--- src/lop_pkg.sv ---
// Package for the lattice order parameter block: widths, constants and the CORDIC angle table.
// It depends on nothing and is used by every module in src.
`timescale 1ns / 1ps
`default_nettype none
package lop_pkg;
  localparam int MaxPoints = 65536;
  localparam int CordicSteps = 16;
  localparam int CntW = 17;
  localparam int SumW = 34;
  localparam logic [31:0] InvSqrt3Q32 = 32'd2479700525;
  localparam logic [33:0] CordicGainQ30 = 34'd652032874;
  localparam logic [23:0] TpuReset = 24'd1048576;

  function automatic logic [31:0] atan_turn(input logic [4:0] i);
    logic [31:0] t;
    unique case (i)
      5'd0: t = 32'h20000000;  5'd1: t = 32'h12E4051E;  5'd2: t = 32'h09FB385B;
      5'd3: t = 32'h051111D4;  5'd4: t = 32'h028B0D43;  5'd5: t = 32'h0145D7E1;
      5'd6: t = 32'h00A2F61E;  5'd7: t = 32'h00517C55;  5'd8: t = 32'h0028BE53;
      5'd9: t = 32'h00145F2F;  5'd10: t = 32'h000A2F98; 5'd11: t = 32'h000517CC;
      5'd12: t = 32'h00028BE6; 5'd13: t = 32'h000145F3; 5'd14: t = 32'h0000A2FA;
      5'd15: t = 32'h0000517D; 5'd16: t = 32'h000028BE; 5'd17: t = 32'h0000145F;
      5'd18: t = 32'h00000A30; 5'd19: t = 32'h00000518; 5'd20: t = 32'h0000028C;
      5'd21: t = 32'h00000146; 5'd22: t = 32'h000000A3; 5'd23: t = 32'h00000051;
      5'd24: t = 32'h00000029; 5'd25: t = 32'h00000014; 5'd26: t = 32'h0000000A;
      5'd27: t = 32'h00000005; 5'd28: t = 32'h00000003; 5'd29: t = 32'h00000001;
      5'd30: t = 32'h00000001; default: t = 32'h00000000;
    endcase
    return t;
  endfunction
endpackage
`default_nettype wire

--- src/lop_isqrt.sv ---
// Magnitude unit: largest r in [0,65536] with (r*n)^2 <= 4*(sc^2+ss^2), one bit per pass.
// Squares are formed by accumulating 34x17 partial products. Depends on lop_pkg.
`timescale 1ns / 1ps
`default_nettype none
module lop_isqrt (
  input  wire logic              clk,
  input  wire logic              rst_n,
  input  wire logic              start,
  input  wire logic [33:0]       sc,
  input  wire logic [33:0]       ss,
  input  wire logic [16:0]       n,
  output logic                   done,
  output logic [16:0]            mag
);
  import lop_pkg::*;
  typedef enum logic [5:0] {
    S_IDLE = 6'b000001, S_SQA = 6'b000010, S_TRY = 6'b000100,
    S_PRD = 6'b001000, S_CMP = 6'b010000, S_DONE = 6'b100000
  } st_t;
  st_t st_r;
  logic [33:0] a_r, b_r;
  logic [16:0] n_r, r_r;
  logic [4:0] bit_r;
  logic [2:0] ph_r;
  logic [69:0] tgt_r;
  logic [68:0] acc_r;
  logic [33:0] p_r;
  logic [33:0] cand;
  logic [33:0] mop;
  logic [16:0] mlo;
  logic [50:0] pp;
  assign cand = {17'd0, r_r | (17'd1 << bit_r)};
  always_comb begin
    mop = a_r;
    mlo = a_r[16:0];
    unique case (ph_r)
      3'd0: begin mop = a_r; mlo = a_r[16:0]; end
      3'd1: begin mop = a_r; mlo = a_r[33:17]; end
      3'd2: begin mop = b_r; mlo = b_r[16:0]; end
      3'd3: begin mop = b_r; mlo = b_r[33:17]; end
      3'd4: begin mop = p_r; mlo = p_r[16:0]; end
      default: begin mop = p_r; mlo = p_r[33:17]; end
    endcase
  end
  assign pp = {17'd0, mop} * {34'd0, mlo};
  always_ff @(posedge clk) begin
    if (!rst_n) begin
      st_r <= S_IDLE;
      done <= 1'b0;
    end else begin
      done <= (st_r == S_DONE);
      unique case (st_r)
        S_IDLE: if (start) begin
          a_r <= sc[33] ? 34'(-sc) : sc;
          b_r <= ss[33] ? 34'(-ss) : ss;
          n_r <= n;
          r_r <= '0;
          bit_r <= 5'd16;
          ph_r <= 3'd0;
          tgt_r <= '0;
          st_r <= S_SQA;
        end
        S_SQA: begin
          tgt_r <= tgt_r + (70'(pp) << (ph_r[0] ? 19 : 2));
          if (ph_r == 3'd3) st_r <= S_TRY;
          ph_r <= ph_r + 3'd1;
        end
        S_TRY: begin
          p_r <= {17'd0, cand[16:0]} * {17'd0, n_r};
          acc_r <= '0;
          ph_r <= 3'd4;
          st_r <= S_PRD;
        end
        S_PRD: begin
          acc_r <= acc_r + (69'(pp) << (ph_r[0] ? 17 : 0));
          if (ph_r == 3'd5) st_r <= S_CMP;
          ph_r <= 3'd5;
        end
        S_CMP: begin
          if ({1'b0, acc_r} <= tgt_r && cand[16:0] <= 17'd65536) r_r <= cand[16:0];
          if (bit_r == 5'd0) st_r <= S_DONE;
          else begin
            bit_r <= bit_r - 5'd1;
            st_r <= S_TRY;
          end
        end
        default: begin
          mag <= r_r;
          st_r <= S_IDLE;
        end
      endcase
    end
  end
endmodule
`default_nettype wire

--- config.mk ---
export PLATFORM = sky130hd
export DESIGN_NAME = lop_isqrt
export DESIGN_NICKNAME = d
export VERILOG_FILES = /design/src/lop_pkg.sv /design/src/lop_isqrt.sv
export SDC_FILE = /design/constraint.sdc
export NUM_CORES = 2
export LEC_CHECK = 0
export BUFFER_PORTS_ARGS = -buffer_cell sky130_fd_sc_hd__buf_2
export CAP_MARGIN = 25
export CORE_UTILIZATION = 60
export DETAILED_ROUTE_END_ITERATION = 8
export PLACE_DENSITY = 0.9
export SYNTH_ARGS = -nofsm -noshare
export SYNTH_HDL_FRONTEND = slang
export SYNTH_SLANG_ARGS = --single-unit
--- constraint.sdc ---
create_clock -name clk -period 10.8 [get_ports clk]
set_input_delay 2.16 -clock clk [delete_from_list [all_inputs] [get_ports clk]]
set_output_delay 2.16 -clock clk [all_outputs]
set_load 0.1 [all_outputs]
==> metrics.yaml <==
status:
  status: "finished clean"
setup_path:
  worstPathArrival_ns: 11.04
  critPathSlowestCell: "fa_1"
  reg2reg_slack_ns: 0.04
  crit_required_ns: 11.09
  slowest_delay_ns: 0.55
  start_kind: "flop"
  worst_setup_path_end_kind: "flop"
  path_max_fanout: 7
  r2r_cells: 44
  reg2reg_to: "acc_r[51]$_SDFFCE_PP0P_"
  critPathKind: "flop to flop"
  reg2reg_from: "ph_r[0]$_DFFE_PP_"
die:
  ios: 106
  initial_core_util: 0.607
  fp.dieH_um: 293
  core_area_um2: 83700
  die_x_um: 293
  row_count: 106
  die_area_um2: 85900
finish:
  drive_gt1_frac: 0.160
  area_growth_pct: 16.5
  fillerInstances: 5878
  multi_input_area_um2: 38100
  final_nets: 7547
  final_cells: 7475
  fin_area_um2: 59200
  utilization: 0.708
  regArea_um2: 9090
sta:
  layout_min_cycle_time_ns: 10.76
  finalHoldViolCount: 0
  skew_ns: 0.0576
  rsz0062_at_grt: "true"
  final-setup-viol-count: 0
  max_slew.worst_pin.slew_ns: 1.07
  slew_headroom: 0.286
  fmax_mhz: 93.0
  slew_violations: 0
  period_share: 0.996
yosys:
  netlist.top_cell.by_area: "fa_1"
  post-synth-top-count-cell: "inv_1"
  async_flop_share: 0
  synth_area_um2: 50800
  avgSynthCellArea_um2: 8.76
  synth.top_cell.area_share: 0.278
  ys_seq_elements: 305
  synth_commonest_cells: "995 x inv_1, 866 x nand2_1, 705 x fa_1, 448 x ha_1, 390 x nor2_1"
  synth_edf_count: 298
  ys_types: 73
  seq_area_frac_synth: 0.179
  synthTopCellsByArea: "fa_1 28%, edfxtp_1 18%, ha_1 11%"
  synthCells: 5800
  syn-num-nets: 7041
  synth_flop_cell: "edfxtp_1"
  yosysWarnings: 0
clock_tree:
  tritoncts: "built"
  cts_max_level: 2
  cts_inserted_buffers: 40
  cts_sinks: 305
  clk_latency_ns: 0.61
  clockBufferDepth: 3
  root_buffer: "clkbuf_16"
  clk_pin_slew_worst_paths_ns: 0.06
job:
  cap_viol_max_count: 0
worst_hold_path:
  hold_path.class: "flop to flop"
  hold_path_end: "mag[1]$_DFFE_PP_"
  worstHoldPathCells: 0
  worstHoldStart: "r_r[1]$_SDFFCE_PN0P_"
detailed_routing:
  drt_iter0_drc: 4617
  first_pass_iters: 6
  antenna_left: 0
  wirelength_mm: 165
  num_vias: 45700
  drc: 0
  avgRoutedWirePerCell_um: 22.0
  drt-vias-per-instance: 6.12
grt:
  grt_max_degree: 76
  antenna_found_initial: 11
  grt_pass1_vias: 46800
  grt_overflow: 0
  grt_pass1_wl_mm: 252
  grtUsageTotal: 0.378
place:
  portBuffers: 105
  place_inst: 7374
  dp_hpwl_mm: 131
  gp_congestion: 1.06
  place_area_um2: 56600
-- per-stage QoR --
step | setup WS [ns] | hold slack, ns | setup TNS, ns
after global routing | -0.198 | 0.484 | -3.27
after floorplan | 0.00185 | 0.420 | 0
final | 0.0436 | 0.465 | 0
after detailed placement | -0.349 | 0.440 | -4.30
after CTS | 0.00446 | 0.459 | 0
after global placement | -0.204 | 0.432 | -0.805
-- state kept, by name, summed over array words and instances, names as in the netlist, 3 cells and up --
register and cells:
acc_r 69, tgt_r 68, a_r 34, b_r 34
p_r 34, mag 17, n_r 17, r_r 17
st_r 6, bit_r 5, ph_r 3
-- worst max path at each step --
| stage | depth (start not counted) | end | slack, ns | startpoint |
|---|---|---|---|---|
| floorplan | 48 | tgt_r[66]$_SDFFCE_PN0P_ | 0.002 | ph_r[0]$_DFFE_PP_ |
| global placement | 39 | tgt_r[68]$_SDFFCE_PN0P_ | -0.20 | ph_r[0]$_DFFE_PP_ |
| detailed placement | 43 | tgt_r[68]$_SDFFCE_PN0P_ | -0.35 | ph_r[0]$_DFFE_PP_ |
| CTS | 43 | tgt_r[62]$_SDFFCE_PN0P_ | 0.004 | ph_r[0]$_DFFE_PP_ |
| global route | 45 | acc_r[51]$_SDFFCE_PP0P_ | -0.20 | ph_r[0]$_DFFE_PP_ |
| finish | 44 | acc_r[51]$_SDFFCE_PP0P_ | 0.04 | ph_r[0]$_DFFE_PP_ |
-- cells by family after synthesis --
kind of cell               Yosys count  synth area share
adders and majority gates         1153             0.388
DFF                                305             0.179
xor gates and xnor gates           258            0.0445
buffers and inverters             1261            0.0931
and+or+nand+nor                   1835             0.164
AOI/OAI and AO/OA                  945             0.122
muxes                               43           0.00921
-- critical path, delay by kind of cell, from the launching register on --
kind                       cells  cell delay, ns
adders and majority gates     10            4.25
AOI/OAI and AO/OA             15            3.12
buffers and inverters         10            1.24
and+or+nand+nor                6            0.75
DFF                            1            0.46
xor gates and xnor gates       2            0.35
muxes                          1            0.28
-- layout make-up --
cell class,instances,share of cell area
multi-input cells,4234,0.643
flip-flops and latches,305,0.153
repair buffers,729,0.0925
inverters,996,0.0631
well taps,1134,0.0240
clock buffers,47,0.0177
clock inverters,25,0.00587
diodes,5,0.000211
-- per-layer routing --
metal | vias up | track usage | share of wire
met4 | 6 | 0.218 | 0.067
li1 | 19800 | - | -
met3 | 771 | 0.0828 | 0.11
met5 | - | 0 | 0.00021
met2 | 2932 | 0.620 | 0.47
met1 | 22200 | 0.462 | 0.36
-- placed cells by master, fill, tap and decap left out, types with 25 or more instances in the layout --
cell         n
a21o_1     157
a21oi_1    224
a22oi_1     36
a31oi_1     28
and2_1     195
and3_1      27
buf_2      105
buf_4      596
clkbuf_16   42
edfxtp_1   298
fa_1       701
ha_1       427
inv_1      994
mux2_2      25
nand2_1    854
nand2b_1    41
nand3_1     33
nand4_1     68
nor2_1     386
nor2b_1     65
nor3_1      38
o21a_1      29
o21ai_0    132
o21ai_1     31
o21bai_1    43
o31ai_1     26
xnor2_1    173
xor2_1      78
-- timing repair --
action | in CTS | in global routing
endpoints found under the setup margin | 32 | 63
resized for setup | 38 | 196
hold buffers | 0 | 0
setup buffers | 2 | 20
pin swaps | 8 | 65
gates cloned | 0 | 1
Power is left out: the tool's default activity adds up to more than one toggle a clock period on the data nets, which glitch-free logic cannot reach.
